`config.mk`:
```
export PLATFORM = sky130hd
export DESIGN_NAME = rms3_ctrl
export DESIGN_NICKNAME = d
export VERILOG_FILES = /design/src/rtl/rms3_pkg.sv /design/src/rtl/rms3_ctrl.sv
export SDC_FILE = /design/constraint.sdc
export NUM_CORES = 1
export LEC_CHECK = 0
export BUFFER_PORTS_ARGS = -buffer_cell sky130_fd_sc_hd__buf_2
export CAP_MARGIN = 10
export CELL_PAD_IN_SITES_DETAIL_PLACEMENT = 0
export CELL_PAD_IN_SITES_GLOBAL_PLACEMENT = 1
export CORE_MARGIN = 4
export CORE_UTILIZATION = 25
export CTS_CLUSTER_DIAMETER = 50
export DETAILED_ROUTE_END_ITERATION = 12
export GPL_ROUTABILITY_DRIVEN = 0
export PLACE_DENSITY = 0.58
export SYNTH_ARGS = -nofsm -noshare
export SYNTH_HDL_FRONTEND = slang
export SYNTH_SLANG_ARGS = --single-unit
```
`constraint.sdc`:
```
create_clock -name clk -period 2.3 [get_ports clk]
set_input_delay 0.46 -clock clk [delete_from_list [all_inputs] [get_ports clk]]
set_output_delay 0.46 -clock clk [all_outputs]
set_load 0.05 [all_outputs]
```
`src/rtl/rms3_pkg.sv`:
```
package rms3_pkg;

  // Field and register widths
  localparam int GEOM_W    = 11;
  localparam int ROW_CNT_W = GEOM_W + 1;
  localparam int GAIN_W    = 16;
  localparam int BYTE_W    = 8;
  localparam int OUT_W     = 16;
  localparam int SUM_W     = 12;
  localparam int COUNT_W   = 4;
  localparam int DIVR_W    = 12;
  localparam int PROD_W    = SUM_W + GAIN_W;
  localparam int DIV_CNT_W = $clog2(PROD_W);
  localparam int WIN_CELLS = 9;

  // Geometry limits and reset values
  localparam int MAX_ROW_LENGTH_DEF = 1024;
  localparam int MAX_ROWS           = 1024;
  localparam int ROW_LENGTH_RESET   = 1024;
  localparam int ROW_TOTAL_RESET    = 1024;
  localparam logic [GAIN_W-1:0] HEIGHT_GAIN_RESET = 16'd256;

  // Configuration port
  localparam int CFG_AW  = 4;
  localparam int CFG_DW  = 32;
  localparam int REG_IDX_W = 2;
  localparam logic [REG_IDX_W-1:0] REG_ROW_LENGTH  = 2'd0;
  localparam logic [REG_IDX_W-1:0] REG_ROW_TOTAL   = 2'd1;
  localparam logic [REG_IDX_W-1:0] REG_HEIGHT_GAIN = 2'd2;

  // Request opcodes
  localparam logic OP_SAMPLE = 1'b0;
  localparam logic OP_DRAIN  = 1'b1;

  // Controller to datapath commands
  typedef struct packed {
    logic accept;
    logic shift;
    logic sum;
    logic mul;
    logic div_step;
    logic load_out;
  } rms3_cmd_t;

  // Datapath to controller status
  typedef struct packed {
    logic take;
    logic emit;
    logic div_last;
    logic out_free;
  } rms3_sts_t;

endpackage

```
`src/rtl/rms3_ctrl.sv`:
```
module rms3_ctrl (
  input  logic                clk,
  input  logic                rst_n,
  input  logic                in_valid,
  output logic                in_ready,
  input  rms3_pkg::rms3_sts_t sts,
  output rms3_pkg::rms3_cmd_t cmd
);

  import rms3_pkg::*;

  typedef enum logic [5:0] {
    S_IDLE  = 6'b000001,
    S_SHIFT = 6'b000010,
    S_SUM   = 6'b000100,
    S_MUL   = 6'b001000,
    S_DIV   = 6'b010000,
    S_OUT   = 6'b100000
  } state_t;

  state_t state_r, state_nxt;

  always_comb begin
    state_nxt = state_r;
    cmd       = '0;
    in_ready  = 1'b0;
    case (state_r)
      S_IDLE: begin
        in_ready = 1'b1;
        if (in_valid && sts.take) begin
          cmd.accept = 1'b1;
          state_nxt  = S_SHIFT;
        end
      end
      S_SHIFT: begin
        cmd.shift = 1'b1;
        state_nxt = sts.emit ? S_SUM : S_IDLE;
      end
      S_SUM: begin
        cmd.sum   = 1'b1;
        state_nxt = S_MUL;
      end
      S_MUL: begin
        cmd.mul   = 1'b1;
        state_nxt = S_DIV;
      end
      S_DIV: begin
        cmd.div_step = 1'b1;
        if (sts.div_last) begin
          state_nxt = S_OUT;
        end
      end
      S_OUT: begin
        if (sts.out_free) begin
          cmd.load_out = 1'b1;
          state_nxt    = S_IDLE;
        end
      end
      default: begin
        state_nxt = S_IDLE;
      end
    endcase
  end

  always_ff @(posedge clk) begin
    if (!rst_n) begin
      state_r <= S_IDLE;
    end else begin
      state_r <= state_nxt;
    end
  end

endmodule

```
# ---- After elaboration in Yosys (flattened, before gate mapping)
# Cells that the tools add are included.
dict set report word_totals {
  ff_bits 6
  inputBits 7
  out_inout_bits 7
  elab_cells 26
}
dict set report op_classes {
  eq_ne 9
  muxes 14
  n_reduce_logical 2
}
# op n
set ops {}
lappend ops {{6-bit one-hot mux with 6 select lines} 1}
lappend ops {{6-bit 2-to-1 mux} 3}
lappend ops {{1-bit 2-to-1 mux} 9}
lappend ops {{6-bit by 1-bit == test with 1-bit output (second input constant)} 1}
lappend ops {{6-bit by 2-bit == test with 1-bit output (second input constant)} 1}
lappend ops {{6-bit by 3-bit == test with 1-bit output (second input constant)} 1}
lappend ops {{6-bit by 4-bit == test with 1-bit output (second input constant)} 1}
lappend ops {{6-bit by 5-bit == test with 1-bit output (second input constant)} 1}
lappend ops {{6-bit == test (second input constant)} 1}
lappend ops {{2-bit inequality test (second input constant)} 3}
lappend ops {{3-bit 2-to-1 mux} 1}
lappend ops {{3-bit AND reduction} 1}
lappend ops {{1-bit logical AND} 1}

# ---- Depth between registers and ports, before layout
# Gate-level depths: netlist of run 1.
dict set report logic_depth {
  ltp_word 3
  mapped_depth 4
  depth_no_buf 4
}

# ---- Least setup slack after synthesis of run 1
# Ideal clock, no wire load.
dict set report synth_timing {
  path_kind {flip-flop to flip-flop}
  startpoint {register state_r[3]}
  endpoint {register state_r[0]}
  setup_time_ps 81
  arrival_ps 2661
  required_time_ps 2219
  path_slack_ps -443
  stages_incl_launch_ff 5
  n_path_buf 0
  synth_period_minus_slack_ps 2743
  path_cell_list {dfxtp_1 -> or2_2 -> nor4_1 -> a21oi_1 -> a41oi_1}
}
dict set report synth_via {
  elab_chain_len 3
  elab_cells_between_ends 11
  cone_classes {9 x eq/ne; 1 x mux; 1 x reduce/logical}
}
# item line
set synth_rtl {}
lappend synth_rtl {{start: declaration} rms3_ctrl.sv:21} ;# state_t state_r, state_nxt;
lappend synth_rtl {{start signal: assignment} rms3_ctrl.sv:69} ;# state_r <= state_nxt;
lappend synth_rtl {{6-bit by 1-bit == test with 1-bit output (tied with other cells)} rms3_ctrl.sv:27} ;# case (state_r)
lappend synth_rtl {{2-bit inequality test (no line)} n/a}
lappend synth_rtl {{3-bit AND reduction (no line)} n/a}
# Several ways; a longest one is shown, not always the timed one.
# A chain may end at the register's enable or synchronous reset.

==> flow_summary.json, run 1 <==
{
  "slowest_delay_ps": 550,
  "critPathBufInv": 1,
  "hold_viol_final": 0,
  "num_rows": 13,
  "die_x_um": 46.7,
  "die_area_mm2": 0.00218,
  "required_ps": 1840,
  "grt_pass1_vias": 386,
  "setup_ws_ps": 166,
  "grt_use_met1": 0.147,
  "endpoint_kind": "primary output",
  "finalNetCount": 71,
  "reg.largest.list": "state_r (6)",
  "die_h_um": 46.7,
  "ff_latch_area_um2": 120,
  "dp_hpwl_um": 767,
  "drv_cap": 0,
  "antenna_found_initial": 0,
  "ys_seq_area_frac": 0.321,
  "syn_to_final_growth_pct": 31.8,
  "leakagePower_nw": 0.241,
  "core_area_mm2": 0.00135,
  "path_class": "reg2out",
  "fillers": 157,
  "routedWlPerCell_um": 12.7,
  "tightest_slew_ps": 300,
  "worstSkewPairLatency_ps": 250,
  "status": "finished, final reports clean",
  "crit_fanout": 7,
  "tns_ps": 0,
  "drc": 0,
  "grt_overflow": 0,
  "final_util": 0.365,
  "path_delay_family": "simple AND/OR/NAND/NOR gates",
  "critPathLaunchType": "flip-flop",
  "ir_drop_mv": 0.436,
  "fin_crit_sh": 0.928,
  "post_cts_buffers": 0,
  "holdBufCountCts": 0,
  "h-tree-depth": 1,
  "grt_max_degree": 9,
  "yosysUniqueCellTypes": 23,
  "clk_path_buf_depth": 2,
  "fin_crit_ps": 2130,
  "synth_fp_nets": 53,
  "numCtsBuffers": 3,
  "busiest_layer": "met2",
  "layout-drive-gt1-share": 0.355,
  "met2_usage": 0.148,
  "timing.slew.headroom": 0.799,
  "arrival_ps": 1670,
  "totalWireLength_um": 981,
  "initialDrtViolationCount": 12,
  "clock-root-buffer": "clkbuf_4",
  "clock.fmax_ghz": 0.469,
  "cts_tree": "yes",
  "syn-instance-count": 46,
  "initial_core_util": 0.277,
  "finClkSkew_ps": 8.81,
  "layout.cells.non_filler": 77,
  "slew_violations": 0,
  "diodes": 0,
  "cts.sinks": 6,
  "regMostFlops": "state_r",
  "power_density_mw_per_mm2": 1040,
  "vias": 403,
  "synth_area_um2": 374,
  "met3_usage": 0.0469,
  "hold_class": "in2reg",
  "grt_pass1_wl_um": 1650,
  "first_pass_iters": 4,
  "postRouteAntennaNets": 0,
  "syn_area_per_cell_um2": 8.13,
  "largest_reg_flops": 6,
  "dp_cells": 74,
  "total_power_mw": 0.510,
  "yosys_register_bits": 6,
  "yosysWarningCount": 0,
  "rsz0062_at_grt": "no",
  "io_buffers": 13,
  "ctsResizeCount": 0,
  "grt_usage": 0.110,
  "setup_viol": 0,
  "multi_input_area_um2": 255,
  "dp_slack_ps": 426,
  "slowest_stage": "or4_4",
  "boundaryPins": 14,
  "viasPerCell": 5.23,
  "clkTransAtPathRegs_ps": 50,
  "path_cells": "or4_4, and2b_1, buf_2"
}
==> power breakdown <==
group	internal [mW]	total, mW	leakage (nW)	switching (mW)
clock network	0.0592	0.0992	0.0138	0.0400
registers	0.125	0.168	0.0490	0.0430
logic	0.0954	0.244	0.178	0.148
total	0.279	0.510	0.241	0.231
==> cell usage after synthesis <==
library cell  n  share of area
dfxtp_1       6           0.32
a21oi_1       2          0.027
nand4b_1      1          0.023
and4_1        2          0.047
nor2_1        3          0.030
nor2b_1       4          0.067
and3_1        4          0.067
nand2_1       1          0.010
nand3_1       1          0.013
nor3_1        1          0.013
or4_4         1          0.030
o21ai_0       4          0.054
nand2b_1      3          0.050
a41oi_1       1          0.023
xor2_1        1          0.023
inv_1         3          0.030
or3b_4        1          0.030
or2_2         1          0.017
a311oi_1      1          0.023
and2b_1       1          0.020
nand4_1       1          0.017
nor4_1        2          0.033
and3_4        1          0.030
==> metal layers <==
layer  vias up  wire, um
met5         -         0
met4         0        11
met3         2        71
met2        14       404
met1       183       493
li1        204         -
==> logic make-up (layout without fill, tap and decap cells) <==
| group | count (synthesis) | in the layout | synth area share |
|---|---|---|---|
| simple gates | 28 | 28 | 0.498 |
| xor+xnor | 1 | 1 | 0.0234 |
| buf+inv | 3 | 19 | 0.0301 |
| compound gates | 8 | 8 | 0.127 |
| flops | 6 | 6 | 0.321 |
==> worst reg2reg max path, delay by kind of cell, from the launching register on <==
family,cells,cell delay [ps]
AND/OR/NAND/NOR,4,1330
flip-flops,1,390
==> cell usage in the layout (no fill, tap or decap), drive strengths merged, types with 2 or more instances in the layout <==
cell type   n
dfxtp       6
buf        13
nor2        3
o21ai       4
and3        5
clkbuf      3
and4        2
nor2b       4
inv         3
nand2b      3
nor4        2
a21oi       2
==> worst paths after layout <==
check / start / to / slack, ps / cells after the start
min reg2reg: state_r[3]$_SDFFE_PN0P_ / state_r[5]$_SDFFE_PN0P_ / 650 / 3
max: state_r[5]$_SDFFE_PN0P_ / cmd[2] / 170 / 3
max reg2reg: state_r[5]$_SDFFE_PN0P_ / state_r[2]$_SDFFE_PN0P_ / 460 / 4
min: rst_n / state_r[5]$_SDFFE_PN0P_ / 500 / 3
==> per-stage QoR <==
stage          area (um^2)  hold WS [ps]
5_1_grt                493           514
3_3_place_gp           470           634
2_1_floorplan          387           566
6_report               493           502
4_1_cts                493           498
3_5_place_dp           470           647
==> cell type report <==
class | count | share of cell area
Multi-Input combinational cell | 37 | 0.518
Sequential cell | 6 | 0.244
Timing Repair Buffer | 13 | 0.132
Clock buffer | 3 | 0.0457
Tap cell | 15 | 0.0381
Inverter | 3 | 0.0228
(Power assumes the default switching activity.)
==> run 2, diff against run 1 <==
--- a/config.mk
+++ b/config.mk
@@ -5,6 +5,7 @@
 export SDC_FILE = /design/constraint.sdc
 export NUM_CORES = 1
 export LEC_CHECK = 0
+export ABC_AREA = 1
 export BUFFER_PORTS_ARGS = -buffer_cell sky130_fd_sc_hd__buf_2
 export CAP_MARGIN = 10
 export CELL_PAD_IN_SITES_DETAIL_PLACEMENT = 0
@@ -14,7 +15,7 @@
 export CTS_CLUSTER_DIAMETER = 50
 export DETAILED_ROUTE_END_ITERATION = 12
 export GPL_ROUTABILITY_DRIVEN = 0
-export PLACE_DENSITY = 0.58
+export PLACE_DENSITY = 0.61
 export SYNTH_ARGS = -nofsm -noshare
 export SYNTH_HDL_FRONTEND = slang
 export SYNTH_SLANG_ARGS = --single-unit
==> flow_summary.json, run 2 <==
{
  "syn-instance-count": 54,
  "grt_pass1_wl_um": 1180,
  "die_area_mm2": 0.00214,
  "drc": 0,
  "io_buffers": 13,
  "hold_class": "in2reg",
  "syn_area_per_cell_um2": 6.79,
  "vias": 355,
  "synth_fp_nets": 61,
  "yosysWarningCount": 0,
  "routedWlPerCell_um": 9.11,
  "hold_viol_final": 0,
  "clk_path_buf_depth": 2,
  "post_cts_buffers": 0,
  "path_class": "reg2out",
  "r2r_slack_ps": 1170,
  "cts_tree": "yes",
  "ys_seq_area_frac": 0.328,
  "finClkSkew_ps": 3.36,
  "synth_common_cells": "10 x inv_1, 9 x nor2_1, 6 x dfxtp_1, 6 x nand3_1",
  "postRouteAntennaNets": 0,
  "largest_reg_flops": 6,
  "clock-root-buffer": "clkbuf_4",
  "layout_common_cells": "13 x buf_2, 10 x inv_1, 9 x nor2_1",
  "crit_fanout": 4,
  "die_x_um": 46.3,
  "synthDominantCellAreaShare": 0.328,
  "ys.flop_type": "dfxtp_1",
  "grt_overflow": 0,
  "ys_async_sr_fraction": 0,
  "rsz0062_at_grt": "no",
  "antenna_found_initial": 0,
  "drv_cap": 0,
  "slowest_stage": "dfxtp_1",
  "required_ps": 1840,
  "ir_drop_mv": 0.325,
  "synth_edf_count": 0,
  "die_h_um": 46.3,
  "dp_cells": 82,
  "holdBufCountCts": 0,
  "synth_area_um2": 367,
  "core_area_mm2": 0.00133,
  "critPathLaunchType": "flip-flop",
  "ctsResizeCount": 0,
  "dp_slack_ps": 759,
  "grt_usage": 0.0822,
  "slowest_delay_ps": 320,
  "initial_core_util": 0.275,
  "syn_to_final_growth_pct": 29.0,
  "fin_crit_sh": 0.780,
  "regMostFlops": "state_r",
  "final_common_cell": "buf_2",
  "boundaryPins": 14,
  "layout.cells.non_filler": 85,
  "num_rows": 13,
  "reg.largest.list": "state_r (6)",
  "fin_crit_ps": 1800,
  "leakagePower_nw": 0.272,
  "synth_largest_area_cell": "dfxtp_1",
  "cts.sinks": 6,
  "diodes": 0,
  "grt_max_degree": 5,
  "endpoint_kind": "primary output",
  "setup_ws_ps": 505,
  "worstSkewPairLatency_ps": 240,
  "setup_viol": 0,
  "h-tree-depth": 1,
  "totalWireLength_um": 774,
  "layout-drive-gt1-share": 0.443,
  "path_cells": "nor2_2, nand4_1, nor2_1, buf_2",
  "yosys_register_bits": 6,
  "whs_ps": 426,
  "clkTransAtPathRegs_ps": 50,
  "slew_violations": 0,
  "dp_hpwl_um": 654,
  "tightest_slew_ps": 250,
  "first_pass_iters": 4,
  "viasPerCell": 4.18,
  "clock.fmax_ghz": 0.557,
  "status": "finished, final reports clean",
  "synth_area_leaders": "dfxtp_1 33%, inv_1 10%, nor2_1 9.2%",
  "grt_pass1_vias": 303,
  "arrival_ps": 1340,
  "timing.slew.headroom": 0.835,
  "tns_ps": 0,
  "power_density_mw_per_mm2": 702,
  "synth.most_common_cell": "inv_1",
  "yosysUniqueCellTypes": 15,
  "numCtsBuffers": 3,
  "initialDrtViolationCount": 2,
  "finalNetCount": 79
}
## run 2: cell types whose count changed after synthesis, sizes merged, moves of 4 or more
cell / delta
nor2: +12
inv: +10
nand3: +7
nand2: +6
and3: -5
nor2b: -4
o21ai: -4
## run 2: final cells by class
cell class	instances	area, um^2
Clock buffer	3	22.5
Inverter	13	48.8
Tap cell	15	18.8
Fill cell	160	861
Multi-Input combinational cell	35	198
Sequential cell	6	120
Timing Repair Buffer	13	65.1
## run 2: through the flow
step / total power [mW] / util / cell area, um^2
3_5_place_dp: 0.239 / 0.338 / 450
4_1_cts: 0.337 / 0.355 / 473
3_3_place_gp: 0.240 / 0.338 / 450
6_report: 0.332 / 0.355 / 473
5_1_grt: 0.350 / 0.355 / 473
2_1_floorplan: 0.213 / - / 367
## run 2: final timing paths
path / to / cells after the start / start
worst min register to register: state_r[5]$_SDFFE_PN0P_ / 3 / state_r[5]$_SDFFE_PN0P_
worst max-delay path: cmd[0] / 4 / state_r[0]$_SDFFE_PN1P_
worst max register to register: state_r[0]$_SDFFE_PN1P_ / 8 / state_r[4]$_SDFFE_PN0P_
worst min-delay path: state_r[0]$_SDFFE_PN1P_ / 2 / rst_n
## run 2: per-layer routing
layer | track usage | wire length [um] | up-vias
li1 | - | - | 198
met1 | 0.106 | 381 | 141
met2 | 0.110 | 309 | 14
met3 | 0.0117 | 63 | 2
met4 | 0.0852 | 19 | 0
met5 | 0 | 0 | -
## run 2: power by group
part           internal [mW]  switching, mW
clock                 0.0590         0.0379
combinational         0.0342         0.0817
sequential             0.112        0.00697
## run 2: worst max-delay path: cells and delay by family, from the launching register on
kind / cells / cell delay (ps)
DFF: 1 / 320
and+or+nand+nor: 3 / 500
buffers and inverters: 1 / 270
## run 2: cell families after synthesis
| logic type | share of synthesized area |
|---|---|
| simple gates | 0.481 |
| flops | 0.328 |
| buf+inv | 0.133 |
| compound gates | 0.0580 |
